$ cat src/rtl/contrastive_loss_forward_top_defines.svh
// assertion macros for the contrastive loss forward block
// used by the top level only; no other dependencies
`ifndef CONTRASTIVE_LOSS_FORWARD_TOP_DEFINES_SVH
`define CONTRASTIVE_LOSS_FORWARD_TOP_DEFINES_SVH
`ifndef SYNTHESIS
`define CLF_ASSERT_IMP(name, ante, cons) \
  name: assert property (@(posedge clk_i) disable iff (!rst_ni) (ante) |-> (cons)) \
    else $error("assertion failed");
`define CLF_ASSERT_NXT(name, ante, cons) \
  name: assert property (@(posedge clk_i) disable iff (!rst_ni) (ante) |=> (cons)) \
    else $error("assertion failed");
`else
`define CLF_ASSERT_IMP(name, ante, cons)
`define CLF_ASSERT_NXT(name, ante, cons)
`endif
`endif

$ cat src/rtl/clf_pkg.sv
// shared types and constants for the contrastive loss forward block
// no dependencies
package clf_pkg;

  localparam int unsigned D2W     = 43;
  localparam int unsigned SQW     = 34;
  localparam int unsigned MARGINW = 32;
  localparam int unsigned LOSSW   = 64;
  localparam int unsigned OUTW    = 48;
  localparam int unsigned PCW     = 17;
  localparam int unsigned TERMW   = 48;
  localparam int unsigned ROOTW   = 30;
  localparam int unsigned QDEPTH  = 4;
  localparam int unsigned QCNTW   = $clog2(QDEPTH + 1);
  localparam int unsigned PAIRS_MAX_DEF = 65536;

  localparam logic [D2W-1:0] D2_MAX = {D2W{1'b1}};

  typedef enum logic {
    REG_MARGIN = 1'b0,
    REG_LEGACY = 1'b1
  } reg_idx_e;

  // one finished vector pair, handed from front to back
  typedef struct packed {
    logic [D2W-1:0] d2;
    logic           similar;
    logic           last_pair;
    logic           ovf;
  } pair_t;

  typedef enum logic [2:0] {
    B_IDLE,
    B_SQRT,
    B_MUL,
    B_RND,
    B_ACC,
    B_DIV,
    B_OUT
  } back_state_e;

endpackage

$ cat src/rtl/clf_front.sv
// front end: takes element pairs, squares differences, sums per vector pair
// depends on clf_pkg
module clf_front (
  input  logic                          clk_i,
  input  logic                          rst_ni,
  input  logic                          push_i,
  output logic                          full_o,
  input  logic signed [15:0]            elem_a_i,
  input  logic signed [15:0]            elem_b_i,
  input  logic                          similar_pair_i,
  input  logic                          last_channel_i,
  input  logic                          last_pair_i,
  input  logic [clf_pkg::QCNTW-1:0]     q_cnt_i,
  output logic                          q_push_o,
  output clf_pkg::pair_t                q_data_o
);

  logic                      s0_v_q;
  logic [clf_pkg::SQW-1:0]   sq_q;
  logic                      sim_q, lc_q, lp_q;
  logic [clf_pkg::D2W-1:0]   d2_q, d2_d;
  logic                      ovf_q, ovf_d;
  logic                      accept;
  logic signed [16:0]        diff;
  logic [16:0]               mag;
  logic [clf_pkg::D2W:0]     sum;
  logic                      sat;

  // reserve a queue slot for the item already in the square stage
  assign full_o = (32'(q_cnt_i) + 32'(s0_v_q)) >= clf_pkg::QDEPTH;
  assign accept = push_i & ~full_o;

  assign diff = 17'(elem_a_i) - 17'(elem_b_i);
  assign mag  = diff[16] ? 17'(-diff) : 17'(diff);

  always_ff @(posedge clk_i or negedge rst_ni) begin
    if (!rst_ni) begin
      s0_v_q <= 1'b0;
    end else begin
      s0_v_q <= accept;
    end
  end

  always_ff @(posedge clk_i) begin
    if (accept) begin
      sq_q  <= clf_pkg::SQW'(mag * mag);
      sim_q <= similar_pair_i;
      lc_q  <= last_channel_i;
      lp_q  <= last_pair_i;
    end
  end

  assign sum = {1'b0, d2_q} + (clf_pkg::D2W + 1)'(sq_q);
  assign sat = sum[clf_pkg::D2W];

  always_comb begin
    d2_d  = d2_q;
    ovf_d = ovf_q;
    if (s0_v_q) begin
      if (lc_q) begin
        d2_d  = '0;
        ovf_d = 1'b0;
      end else begin
        d2_d  = sat ? clf_pkg::D2_MAX : sum[clf_pkg::D2W-1:0];
        ovf_d = ovf_q | sat;
      end
    end
  end

  always_ff @(posedge clk_i or negedge rst_ni) begin
    if (!rst_ni) begin
      d2_q  <= '0;
      ovf_q <= 1'b0;
    end else begin
      d2_q  <= d2_d;
      ovf_q <= ovf_d;
    end
  end

  assign q_push_o           = s0_v_q & lc_q;
  assign q_data_o.d2        = sat ? clf_pkg::D2_MAX : sum[clf_pkg::D2W-1:0];
  assign q_data_o.similar   = sim_q;
  assign q_data_o.last_pair = lp_q;
  assign q_data_o.ovf       = ovf_q | sat;

endmodule

$ cat config.mk
export PLATFORM = sky130hd
export DESIGN_NAME = clf_front
export DESIGN_NICKNAME = d
export VERILOG_FILES = /design/src/rtl/contrastive_loss_forward_top_defines.svh /design/src/rtl/clf_pkg.sv /design/src/rtl/clf_front.sv
export SDC_FILE = /design/constraint.sdc
export NUM_CORES = 1
export LEC_CHECK = 0
export BUFFER_PORTS_ARGS = -buffer_cell sky130_fd_sc_hd__buf_4
export CORE_UTILIZATION = 55
export DETAILED_ROUTE_END_ITERATION = 7
export PLACE_DENSITY = 0.73
export SKIP_LAST_GASP = 1
export SLEW_MARGIN = 5
export SYNTH_ARGS = -nofsm -noshare
export SYNTH_HDL_FRONTEND = slang
export SYNTH_SLANG_ARGS = --single-unit
$ cat constraint.sdc
create_clock -name clk_i -period 4.2 [get_ports clk_i]
set_input_delay 0.84 -clock clk_i [delete_from_list [all_inputs] [get_ports clk_i]]
set_output_delay 0.84 -clock clk_i [all_outputs]
set_load 0.01 [all_outputs]
## Word-level counts from Yosys, hierarchy flattened

Cells that the tools add are included.

- Add/subtract/negate cells: 4
- Multiply operators: 1
- Div/mod/pow operators: 0
- Order comparisons: 1
- Eq/ne operators: 0
- Shift operators: 0
- Multiplexer cells: 4
- Bitwise gates (word level): 4
- Reductions and logical operators: 0

Operators by type and width:

| cell | number |
|---|---|
| $mux 43 | 2 |
| $add 43x34->44 | 1 |
| $mul 17x17->34 | 1 |
| $mux 17 | 1 |
| $neg 17->17 | 1 |
| $sub 16x16->17 | 1 |
| $add 3x1->4 | 1 |
| $ge 4x3->1 const B | 1 |
| $and 1x1->1 | 2 |
| $mux 1 | 1 |
| $not 1->1 | 1 |
| $or 1x1->1 | 1 |

- Bits in registers: 82
- Latch bits: 0
- RAM bits: 0
- Memory bits (read-only): 0
- Bits of input ports: 41
- Memories: 0

## Longest topological paths before layout

- Word-level depth: 4
- Depth in mapped cells: 38
- Gate-level depth less buffers: 36

## Worst setup path after synthesis

OpenSTA, ideal clock, no wires.

- Path kind: input to register
- Start point: in elem_a_i[0]
- End point: reg sq_q[32] (netlist bit) (data pin)
- Data arrival time: 8822 ps
- Path slack: -4903 ps
- Cell stages on the path: 31
- Path buffers: 1
- Cell sequence: inv_1 ha_1 fa_1 nor2b_1 o31a_1 nor4b_1 nor3b_1 and3_1 clkbuf_1 a21o_1 xor2_1 inv_2 nand2_1 inv_1 fa_1 inv_1 fa_1 fa_1 inv_1 fa_1 fa_1 inv_1 fa_1 inv_1 ha_1 nand3_1 or4_1 o21ai_0 a41oi_1 o31ai_1 o311ai_0

- Word-level cells in the longest chain between the ends: 4

Ends and longest elaborated chain:

| what | line | source |
|---|---|---|
| start: declaration | clf_front.sv:8 | `input logic signed [15:0] elem_a_i,` |
| $sub 16x16->17 (*) | clf_front.sv:33 | `assign diff = 17'(elem_a_i) - 17'(elem_b_i);` |
| $neg 17->17 | clf_front.sv:34 | `assign mag = diff[16] ? 17'(-diff) : 17'(diff);` |
| $mux 17 (*) | clf_front.sv:34 |  |
| $mul 17x17->34 (*) | clf_front.sv:46 | `sq_q <= clf_pkg::SQW'(mag * mag);` |
| end signal: assignment | clf_front.sv:46 |  |
| end: declaration | clf_front.sv:19 | `logic [clf_pkg::SQW-1:0] sq_q;` |

Every way passes the cells marked *; elsewhere a longest branch is shown, timed or not.
A chain may end at the register's enable or synchronous reset.

## Worst setup path after layout

- Start point: in elem_b_i[1]
- End point: reg sq_q[31] (netlist bit) (data pin)

- Word-level cells in the longest chain between the ends: 4

Ends and longest elaborated chain:

| what | line | source |
|---|---|---|
| start: declaration | clf_front.sv:9 | `input logic signed [15:0] elem_b_i,` |
| $sub 16x16->17 (*) | clf_front.sv:33 |  |
| $neg 17->17 | clf_front.sv:34 |  |
| $mux 17 (*) | clf_front.sv:34 |  |
| $mul 17x17->34 (*) | clf_front.sv:46 |  |

Marks and branches as above.

==> qor.yml <==
slowest_stage: "fa_1"
coreArea_um2: 25180
avgSynthCellArea_um2: 8.991
htree_levels: 3
clockBufferDepth: 2
cts_tree: "yes"
yosysSeqAreaShare_pct: 15.60
synthCells: 1574
critical_path_required_ns: 4.30
outcome: "finished, violations left"
fin_crit_ns: 8.428
cp.arrival_ns: 8.53
synth-edff-count: 36
max_stage_delay_ns: 0.54
wl_met1_um: 15750
hold_viol: 0
slew_headroom_pct: 31.42
synthesis.area_um2: 14150
wl_met3_um: 2151
grt_pass1_vias: 13580
drt_iter0_markers: 769
fin_ws_ns: -4.228
rows: 58
reg2regPathDepth: 13
ys_types: 80
final_cells: 2331
track_usage_pct: 30.30
viasPerCell: 5.542
start_kind: "input pin"
cts_sinks: 81
dr_wl_met2_um: 20500
drv_cap: 0
rsz0062_at_grt: "yes"
yosys.area.top_type: "fa_1"
path_max_fanout: 4
hold_path_class: "input pin to asynchronous set/reset pin"
ys.warnings.count: 0
avgRoutedWirePerCell_um: 17.29
critical_path_class: "input pin to flip-flop"
die_area_um2: 26380
grt_max_degree: 46
worstReg2RegEnd: "d2_q[18]"
ant_nets: 0
end_kind: "flip-flop"
io_pins: 89
skew_ns: 0.01444
synth.area.top_cells: "fa_1 27%, ha_1 14%, inv_1 8.4%, dfrtp_1 8.0%, edfxtp_1 7.6%"
place.port_buffers: 88
setup_viol: 31
die_y_um: 162.4
place_inst: 2248
drc: 0
dr.pass1.iters: 5
antenna-diode-count: 0
period_share_pct: 200.7
gp_congestion: 0.9528
area_growth_pct: 38.73
violations: "setup timing"
async_flop_share_pct: 55.56
insertion_delay_ns: 0.34
final_area_um2: 19630
r2r_slack_ns: 1.10
cts_buffers: 9
tightest_slew_ns: 1.026
vias: 12920
crit_top_cell: "fa_1"
ys_ff_latch: 81
slew_viol_final: 0
placed_area_um2: 17660
die_w_um: 162.4
drive_above_1_share_pct: 35.93
grt_first_pass_wirelength_um: 63940
crit-reg2reg-launch: "sq_q[0]"
drt-total-wl_um: 40300
start_util_pct: 56.20
max_freq_mhz: 118.7
cts-root-buf: "clkbuf_16"
path_clk_slew_ns: 0.07
antenna_found_initial: 0
synth_top_area_share_pct: 27.44
grt-ovfl-total: 0
highest_layer: "met4"
synth_ff_type: "dfrtp_1"
dpl.hpwl_um: 29690
fin_nets: 2385
fin_setup_tns_ns: -102.42
## worst max path at each step
| stage | from | endpoint | slack [ns] | depth (start not counted) |
|---|---|---|---|---|
| final | elem_b_i[1] | sq_q[31] | -4.23 | 35 |
| after global routing | elem_a_i[0] | sq_q[31] | -4.53 | 35 |
| after CTS | elem_a_i[0] | sq_q[27] | -4.18 | 35 |
| after detailed placement | elem_a_i[0] | sq_q[28] | -4.69 | 34 |
| after global placement | elem_a_i[0] | sq_q[27] | -4.53 | 35 |
| after floorplan | elem_b_i[1] | sq_q[27] | -4.29 | 32 |
## layout make-up
| cell class | instances | area (um2) |
|---|---|---|
| clock buffers | 9 | 225.2 |
| clock inverters | 7 | 52.55 |
| fillers | 1610 | 5548 |
| inverters | 330 | 1255 |
| multi-input cells | 1128 | 11950 |
| flip-flops and latches | 81 | 2207 |
| well taps | 330 | 412.9 |
| repair buffers | 446 | 3535 |
## metrics by stage
stage	worst slack, ns	util [%]	hold WS, ns
finish	-4.228	77.97	0.5052
global placement	-4.534	70.15	0.4761
global route	-4.534	77.97	0.5372
CTS	-4.182	75.80	0.5083
floorplan	-4.289	-	0.4540
detailed placement	-4.686	70.15	0.4912
## metal layers
metal	up-vias	GRT usage, %
li1	5969	-
met1	6315	36.24
met2	485	54.91
met3	150	3.310
met4	0	13.04
met5	-	0
## cell families after synthesis
logic type                 synth area share, %
AOI/OAI and AO/OA                        14.45
xor gates and xnor gates                 5.915
adders and majority gates                41.06
buffers and inverters                    10.15
DFF                                      15.60
muxes                                   0.4244
other                                  0.05307
and+or+nand+nor                          12.36
## critical path, delay by kind of cell
kind | cells | cell delay (ns)
and+or+nand+nor | 3 | 0.47
adders and majority gates | 8 | 3.41
AOI/OAI and AO/OA | 14 | 2.76
xor gates and xnor gates | 2 | 0.25
buffers and inverters | 8 | 0.76
## synth_stat cells (all sizes together), types with 18 or more instances
master,n
o21ai,48
dfrtp,45
a22o,32
xnor2,64
nor2,104
clkbuf,31
a21o,37
edfxtp,36
a21oi,80
ha,154
fa,194
nand3,18
xor2,29
inv,328
nand2,139
## sequential cells by signal, indices dropped and copies added, names as in the netlist
register  cells
lc_q          1
lp_q          1
sq_q         33
d2_q         43
s0_v_q        1
sim_q         1
ovf_q         1
## layout by cell type, fill, tap and decap left out, drive strengths merged, types with 7 or more instances in the layout
cell | synthesis | routed
inv | 328 | 329
dfrtp | 45 | 45
buf | 14 | 446
conb | 2 | 12
a21oi | 80 | 80
xnor2 | 64 | 64
o21ai | 48 | 48
nor3 | 10 | 10
o31ai | 8 | 8
nand2b | 16 | 16
a21o | 37 | 37
a22o | 32 | 32
and2 | 14 | 14
and4 | 7 | 7
o21bai | 12 | 12
edfxtp | 36 | 36
o21a | 10 | 10
nand2 | 139 | 139
nor2 | 104 | 104
nand3 | 18 | 18
and3 | 16 | 16
nor2b | 12 | 12
clkbuf | 31 | 9
a31oi | 16 | 16
xor2 | 29 | 29
ha | 154 | 154
fa | 194 | 194
## repair_timing
item                                    in CTS  in global routing
gates resized for setup                    175                 77
pin swaps                                   97                 69
endpoints found under the setup margin      75                 44
setup buffers                               49                 27
hold buffers                                 0                  0
Power is left out: the tool's default activity adds up to more than one toggle a clock period on the data nets, which glitch-free logic cannot reach.
