--- src/rtl/contrastive_loss_forward_top_defines.svh ---
// assertion macros for the contrastive loss forward block
// used by the top level only; no other dependencies
`ifndef CONTRASTIVE_LOSS_FORWARD_TOP_DEFINES_SVH
`define CONTRASTIVE_LOSS_FORWARD_TOP_DEFINES_SVH
`ifndef SYNTHESIS
`define CLF_ASSERT_IMP(name, ante, cons) \
  name: assert property (@(posedge clk_i) disable iff (!rst_ni) (ante) |-> (cons)) \
    else $error("assertion failed");
`define CLF_ASSERT_NXT(name, ante, cons) \
  name: assert property (@(posedge clk_i) disable iff (!rst_ni) (ante) |=> (cons)) \
    else $error("assertion failed");
`else
`define CLF_ASSERT_IMP(name, ante, cons)
`define CLF_ASSERT_NXT(name, ante, cons)
`endif
`endif

--- src/rtl/clf_pkg.sv ---
// shared types and constants for the contrastive loss forward block
// no dependencies
package clf_pkg;

  localparam int unsigned D2W     = 43;
  localparam int unsigned SQW     = 34;
  localparam int unsigned MARGINW = 32;
  localparam int unsigned LOSSW   = 64;
  localparam int unsigned OUTW    = 48;
  localparam int unsigned PCW     = 17;
  localparam int unsigned TERMW   = 48;
  localparam int unsigned ROOTW   = 30;
  localparam int unsigned QDEPTH  = 4;
  localparam int unsigned QCNTW   = $clog2(QDEPTH + 1);
  localparam int unsigned PAIRS_MAX_DEF = 65536;

  localparam logic [D2W-1:0] D2_MAX = {D2W{1'b1}};

  typedef enum logic {
    REG_MARGIN = 1'b0,
    REG_LEGACY = 1'b1
  } reg_idx_e;

  // one finished vector pair, handed from front to back
  typedef struct packed {
    logic [D2W-1:0] d2;
    logic           similar;
    logic           last_pair;
    logic           ovf;
  } pair_t;

  typedef enum logic [2:0] {
    B_IDLE,
    B_SQRT,
    B_MUL,
    B_RND,
    B_ACC,
    B_DIV,
    B_OUT
  } back_state_e;

endpackage

--- src/rtl/clf_queue.sv ---
// short queue of finished vector pairs between front and back
// depends on clf_pkg
module clf_queue (
  input  logic                      clk_i,
  input  logic                      rst_ni,
  input  logic                      push_i,
  input  clf_pkg::pair_t            data_i,
  input  logic                      pop_i,
  output clf_pkg::pair_t            data_o,
  output logic                      empty_o,
  output logic [clf_pkg::QCNTW-1:0] cnt_o
);

  localparam int unsigned PW = $clog2(clf_pkg::QDEPTH);

  clf_pkg::pair_t            mem [clf_pkg::QDEPTH];
  logic [PW-1:0]             wp_q, rp_q;
  logic [clf_pkg::QCNTW-1:0] cnt_q;
  logic                      do_pop;

  assign do_pop  = pop_i & (cnt_q != '0);
  assign empty_o = (cnt_q == '0);
  assign cnt_o   = cnt_q;
  assign data_o  = mem[rp_q];

  always_ff @(posedge clk_i) begin
    if (push_i) begin
      mem[wp_q] <= data_i;
    end
  end

  always_ff @(posedge clk_i or negedge rst_ni) begin
    if (!rst_ni) begin
      wp_q  <= '0;
      rp_q  <= '0;
      cnt_q <= '0;
    end else begin
      if (push_i) wp_q <= (32'(wp_q) == clf_pkg::QDEPTH - 1) ? '0 : PW'(wp_q + 1'b1);
      if (do_pop) rp_q <= (32'(rp_q) == clf_pkg::QDEPTH - 1) ? '0 : PW'(rp_q + 1'b1);
      cnt_q <= clf_pkg::QCNTW'(cnt_q + clf_pkg::QCNTW'(push_i) - clf_pkg::QCNTW'(do_pop));
    end
  end

endmodule

--- config.mk ---
export PLATFORM = sky130hd
export DESIGN_NAME = clf_queue
export DESIGN_NICKNAME = d
export VERILOG_FILES = /design/src/rtl/contrastive_loss_forward_top_defines.svh /design/src/rtl/clf_pkg.sv /design/src/rtl/clf_queue.sv
export SDC_FILE = /design/constraint.sdc
export NUM_CORES = 1
export LEC_CHECK = 0
export BUFFER_PORTS_ARGS = -buffer_cell sky130_fd_sc_hd__buf_2
export CORE_MARGIN = 5
export CORE_UTILIZATION = 45
export CTS_CLUSTER_DIAMETER = 60
export DETAILED_ROUTE_END_ITERATION = 16
export PLACE_DENSITY = 0.72
export SKIP_CTS_REPAIR_TIMING = 1
export SLEW_MARGIN = 40
export SYNTH_ARGS = -nofsm -noshare
export SYNTH_HDL_FRONTEND = slang
export SYNTH_SLANG_ARGS = --single-unit
--- constraint.sdc ---
create_clock -name clk_i -period 3.4 [get_ports clk_i]
set_input_delay 0.17 -clock clk_i [delete_from_list [all_inputs] [get_ports clk_i]]
set_output_delay 0.17 -clock clk_i [all_outputs]
set_load 0.02 [all_outputs]
# Word level (Yosys, flattened, before mapping)
# Memory sizes are Yosys's and may differ from the RTL's.
# Index checks and enable logic that the tools add are counted.
# word_totals
reg_bits	7
ramBits	184
input_bits	50
output_inout_bits	50
wordCells	17
memories	1
# memory_table
memory	words	word_bits	rd	rd_clocked_by_memory_dff	wr	line_no	source
mem	4	46	1	0	1	clf_queue.sv:16	clf_pkg::pair_t mem [clf_pkg::QDEPTH];
# op_classes
n_addsub	4
n_eq_ne	2
n_mux	4
n_bitwise	1
n_reduce_logical	2
# op_table
op	count
$add 2x1->2 const B	2
$eq 2x2->1 const B	2
$mux 2	2
$add 3x1->3	1
$logic_not 3->1	1
$reduce_bool 3->1	1
$sub 3x1->3	1
$mux 1	2
$and 1x1->1	1

# Depth between registers and ports, before layout
# Gate-level depths: netlist (run 1).
# logic_depth
depth_word	3
mapped_depth	9
ltp_nobuf	9

# Least setup slack after synthesis (run 1)
# No wires, ideal clock.
# synth_timing
path_kind	flip-flop to flip-flop
from	reg cnt_q, in the netlist cnt_o[1]
to	reg cnt_q, in the netlist cnt_o[2]
setup_time_ns	0.133
arrival_time_ns	2.076
required_time_ns	3.267
setup_slack_ns	1.191
stages_incl_launch_ff	10
path_buffers	0
synth_period_minus_slack_ns	2.209
path_cell_list	dfrtp_1 o31ai_1 inv_1 ha_1 inv_1 ha_1 inv_1 fa_1 xnor2_1 xnor2_1
# synth_via
elab_chain_cells	3
word_cells_on_any_way	4
classes_between	add/sub: 2; bitwise: 1; reduce/logical: 1
# synth_rtl
item	line_no	source
start, declared	clf_queue.sv:18	logic [clf_pkg::QCNTW-1:0] cnt_q;
start signal, assigned	clf_queue.sv:40	cnt_q <= clf_pkg::QCNTW'(cnt_q + clf_pkg::QCNTW'(push_i) - clf_pkg::QCNTW'(do_pop));
$reduce_bool 3->1	clf_queue.sv:21	assign do_pop = pop_i & (cnt_q != '0);
$and 1x1->1	clf_queue.sv:21	
net do_pop	clf_queue.sv:19	logic do_pop;
$sub 3x1->3	clf_queue.sv:40	
# The timed path passes the listed nets, and every way through them passes these cells.
# A chain may end at the register's enable or synchronous reset.

# Worst setup path in the final report (run 1)
# Ends and elaborated chain as after synthesis.

==> impl_metrics.yaml, run 1 <==
outcome:
  status: "finished clean"
synthesis:
  syn_nets: 335
  yosysUniqueCellTypes: 19
  ys_top_cells_by_area: "edfxtp_1 (78%), mux4_2 (15%), dfrtp_1 (2.5%)"
  synth_edf_count: 184
  synthAdderAreaFrac: 0.0153
  yosysWarnings: 0
  synth_top_area_frac: 0.784
  synth.most_common_cell: "edfxtp_1"
  synth_area_leader_cell: "edfxtp_1"
  synth_top_family_by_area: "multiplexers"
  syn_avg_cell_area_um2: 25.4
  synth_seq_cells: 191
  async_reset_ff_frac: 0.0366
  synth-seq-area-share: 0.809
  synthMuxAreaShare: 0.150
  synthTopCellsByCount: "edfxtp_1 (184), mux4_2 (46), dfrtp_1 (7), ha_1 (7), inv_1 (7)"
  synth_xor_area_frac: 0.00249
  synth_compound_area_frac: 0.00249
  synthSimpleGateAreaFrac: 0.00657
  synth.cell_area_um2: 7050
  synth_cells: 277
  synth_ff_type: "edfxtp_1"
final_layout:
  regArea_um2: 5710
  final_area_um2: 8940
  n_antenna_cell: 0
  drive_gt1_frac: 0.422
  n_fill_cell: 1119
  final_nets: 498
  multiInputGateArea_um2: 1250
  area_delta_synth_final_pct: 26.9
sta:
  timing.slew.headroom: 0.538
  setup_viol: 0
  hold_violations: 0
  max_freq_mhz: 420
  drv_slew: 0
  final.setup.tns_ps: 0
  final.min_clock_period_ps: 2380
  worstMarginPinSlew_ps: 692
  rsz0062_at_grt: "no"
  skew_ps: 7.71
  fin_crit_sh: 0.700
cts:
  cts-root-buf: "clkbuf_16"
  clk_path_buf_depth: 2
  cts_buffers: 17
  clock_latency_ps: 420
  cts.sinks: 191
  h-tree-depth: 4
  cts_tree: "yes"
  clk_pin_slew_ps: 70
worst_setup_path:
  crit_path_start: "cnt_o[1]"
  ff2ff_setup_slack_ps: 1020
  crit_buf_inv: 3
  startpoint_type: "register"
  path_delay_family: "adder cells"
  critPathMaxStageDelay_ps: 460
  path_cells: "o31ai_1, inv_1, ha_1, inv_1, ha_1, inv_1, fa_1, xnor2_1, xnor2_1"
  r2r_cells: 9
  crit_required_ps: 3750
  path_common_cell: "inv_1"
  path_max_fanout: 5
  worst-setup-path-type: "reg2reg"
  rr_startpoint: "cnt_o[1]"
  arrival_ps: 2730
  worstSetupPathDepth: 9
  cp-end-kind: "register"
  rr_endpoint: "cnt_o[2]"
  critPathSlowestCell: "o31ai_1"
drt:
  vias_per_cell: 4.98
  drt-initial-drc-count: 196
  route.detailed.drc: 0
  wl_um: 12700
  firstDrtPassIters: 4
  final_antenna_net_count: 0
  routedWlPerCell_um: 19.1
  vias: 3304
die:
  fp.dieH_um: 135
  design.die.area_um2: 18300
  coreArea_um2: 15300
  die_x_um: 135
  io_pins: 100
  initial_utilization: 0.462
  row_count: 45
placed_design:
  place.detailed.hpwl_um: 7650
  dpl-instance-area_um2: 7830
  gp_congestion: 0.641
  portBuffers: 99
hold_path:
  hold_end: "wp_q[1]"
  min_from: "push_i"
  hold_path.class: "in2reg"
  hold_depth: 2
power:
  p_per_area_nw_per_um2: 854
  ir_drop_mv: 0.647
  total_power_mw: 7.63
  p_leak_nw: 3.14
grt:
  grt.total_usage: 0.143
  grt_max_degree: 32
  grt_pass1_vias: 3570
  antenna_found_initial: 0
  grt.overflow.total: 0
  grt_first_pass_wirelength_um: 19100
job:
  max_cap_viol_count: 0
==> metrics by stage <==
| stage | std cells | hold slack, ps | utilization | worst slack (ps) |
|---|---|---|---|---|
| detailed placement | 585 | 13.2 | 0.513 | 1010 |
| CTS | 617 | -455 | 0.555 | 940 |
| finish | 664 | 54.5 | 0.586 | 1020 |
| floorplan | 277 | -126 | - | 1190 |
| global placement | 585 | 3.97 | 0.513 | 1220 |
| global route | 664 | 54.2 | 0.586 | 859 |
==> worst register-to-register path: stages, from the launching register on <==
cell     delay (ps)
dfrtp_1         450
o31ai_1         460
inv_1           100
ha_1            300
inv_1            60
ha_1            140
inv_1            50
fa_1            380
xnor2_1         230
xnor2_1         140
==> where the power goes <==
| part | switching (mW) | total (mW) | internal, mW |
|---|---|---|---|
| registers | 0.218 | 3.25 | 3.03 |
| logic | 1.26 | 2.26 | 0.995 |
| clock network | 0.821 | 2.13 | 1.31 |
| total | 2.30 | 7.63 | 5.33 |
==> flip-flops by register name (all words and copies together) (netlist names) <==
name and count:
mem 184, cnt_o 3, rp_q 2, wp_q 2
==> per-layer routing <==
layer / up-vias / part of all wire / track usage
met2: 75 / 0.53 / 0.239
met3: 18 / 0.041 / 0.0427
met5: - / 0 / 0
met4: 0 / 0.018 / 0.0655
met1: 1712 / 0.41 / 0.173
li1: 1499 / - / -
==> how the worst max path moves through the flow <==
stage	to	slack [ps]
finish	cnt_o[2]	1020
global route	cnt_o[2]	860
CTS	data_o[2]	940
detailed placement	cnt_o[2]	1010
global placement	cnt_o[2]	1220
floorplan	cnt_o[2]	1190
==> cell families after synthesis <==
group | after synthesis
xor gates and xnor gates | 2
AOI/OAI and AO/OA | 3
adders and majority gates | 8
buffers and inverters | 17
and+or+nand+nor | 8
muxes | 48
DFF | 191
==> final cells by class <==
type / instances / share of cell area
Sequential cell: 191 / 0.638
Clock buffer: 19 / 0.0484
Multi-Input combinational cell: 69 / 0.140
Timing Repair Buffer: 154 / 0.118
Clock inverter: 13 / 0.0234
Inverter: 7 / 0.00294
Tap cell: 211 / 0.0295
==> cell usage in the layout, fill, tap and decap left out, drive strengths merged, types with 4 or more instances in the layout <==
master,netlist,routed
and2,4,4
buf,9,107
bufinv,0,5
clkbuf,1,19
dfrtp,7,7
dlygate4sd3,0,47
edfxtp,184,184
ha,7,7
inv,7,10
mux4,46,46
Power figures use the tool's default switching activity.
==> run 2, diff against run 1 <==
==> constraint.sdc (replaced) <==
create_clock -name clk_i -period 2.2 [get_ports clk_i]
set_input_delay 0.11 -clock clk_i [delete_from_list [all_inputs] [get_ports clk_i]]
set_output_delay 0.11 -clock clk_i [all_outputs]
set_load 0.02 [all_outputs]
==> impl_metrics.yaml, run 2 (synthesis gave the netlist of run 1 again) <==
outcome:
  status: "finished clean"
final_layout:
  final_nets: 513
  layout_commonest_cell: "edfxtp_1"
  top_register: "mem"
  final_cell_mix: "edfxtp_1 (184), buf_2 (99), dlygate4sd3_1 (48), mux4_2 (46), clkbuf_16 (17)"
  area_delta_synth_final_pct: 29.3
  final_area_um2: 9110
  largest_register_ffs: 184
  drive_gt1_frac: 0.436
placed_design:
  gp_congestion: 0.694
  portBuffers: 99
  pre_cts_slack_ps: 91.1
  dpl-instance-area_um2: 7960
  place.detailed.hpwl_um: 7600
cts:
  clk_pin_slew_ps: 70
  clock_latency_ps: 430
  cts.sinks: 191
  cts_buffers: 17
  clk_path_buf_depth: 2
  cts-root-buf: "clkbuf_16"
  cts_tree: "yes"
  h-tree-depth: 4
die:
  die_x_um: 135
  coreArea_um2: 15300
  fp.dieH_um: 135
  io_pins: 100
  design.die.area_um2: 18300
  row_count: 45
  initial_utilization: 0.462
drt:
  final_antenna_net_count: 0
  firstDrtPassIters: 4
  route.detailed.drc: 0
  vias_per_cell: 4.97
  wl_um: 12800
  routedWlPerCell_um: 18.9
  vias: 3382
  drt-initial-drc-count: 141
hold_path:
  hold_path.class: "in2async"
power:
  switching_share: 0.301
  pwr-share-comb: 0.321
  seq_power_share: 0.417
  p_int_mw: 8.35
  ir_drop_mv: 0.784
  p_leak_nw: 3.22
  p_per_area_nw_per_um2: 1310
  power.switching_mw: 3.59
  total_power_mw: 11.9
  clockPowerShare: 0.261
grt:
  antenna_found_initial: 1
  grt_max_degree: 39
  grt_first_pass_wirelength_um: 19000
  grt_pass1_vias: 3438
  grt.total_usage: 0.142
  grt.overflow.total: 0
sta:
  max_freq_mhz: 480
  final.setup.tns_ps: 0
  layout_setup_ws_ps: 115
  final.min_clock_period_ps: 2090
  rsz0062_at_grt: "no"
  timing.slew.headroom: 0.606
  hold_violations: 0
  fin_hold_ws_ps: 48.2
  skew_ps: 4.97
  worstMarginPinSlew_ps: 591
  drv_slew: 0
  setup_viol: 0
  fin_crit_sh: 0.948
worst_setup_path:
  arrival_ps: 2430
  rr_endpoint: "cnt_o[2]"
  worst-setup-path-type: "reg2reg"
  cp-end-kind: "register"
  startpoint_type: "register"
  path_max_fanout: 4
  r2r_cells: 9
  rr_startpoint: "cnt_o[2]"
  ff2ff_setup_slack_ps: 110
  crit_required_ps: 2540
job:
  max_cap_viol_count: 0
==> run 2: per-layer routing <==
metal | global-route usage | vias up | part of all wire
met1 | 0.181 | 1740 | 0.44
met4 | 0.0638 | 0 | 0.018
met2 | 0.223 | 96 | 0.49
met5 | 0 | - | 0
li1 | - | 1527 | -
met3 | 0.0487 | 19 | 0.054
==> run 2: worst max-delay path by stage <==
| stage | endpoint | cells past startpoint | startpoint |
|---|---|---|---|
| after CTS | data_o[3] | 3 | rp_q[0] |
| after global placement | cnt_o[2] | 9 | cnt_o[2] |
| after floorplan | cnt_o[2] | 9 | cnt_o[1] |
| after global routing | data_o[34] | 3 | rp_q[1] |
| final | cnt_o[2] | 9 | cnt_o[2] |
| after detailed placement | cnt_o[2] | 9 | cnt_o[2] |
==> run 2: power groups by stage <==
stage	clock [mW]	combinational (mW)	sequential, mW
after floorplan	0	2.56	4.93
after global placement	0	3.65	5.07
after detailed placement	0	3.69	5.12
after CTS	3.18	3.70	5.04
after global routing	3.35	4.13	5.04
final	3.12	3.84	4.98
==> run 2: worst max-delay path, cell delays in order, from the launching register on <==
cell	delay [ps]
dfrtp_1	430
o31ai_2	280
inv_1	80
ha_1	270
inv_1	60
ha_1	140
inv_1	50
fa_1	390
xnor2_1	180
xnor2_1	150
==> run 2: area by class of cell <==
type                    count  area (um2)
clock inverters            13         170
flip-flops and latches    191        5710
clock buffers              19         433
fillers                  1093        6150
inverters                   7        26.3
diodes                      1        2.50
multi-input cells          69        1260
well taps                 211         264
repair buffers            169        1250
==> run 2: through the flow <==
step           std cells  utilization
2_1_floorplan        277            -
3_3_place_gp         590        0.522
3_5_place_dp         590        0.522
4_1_cts              622        0.561
5_1_grt              680        0.597
6_report             680        0.597
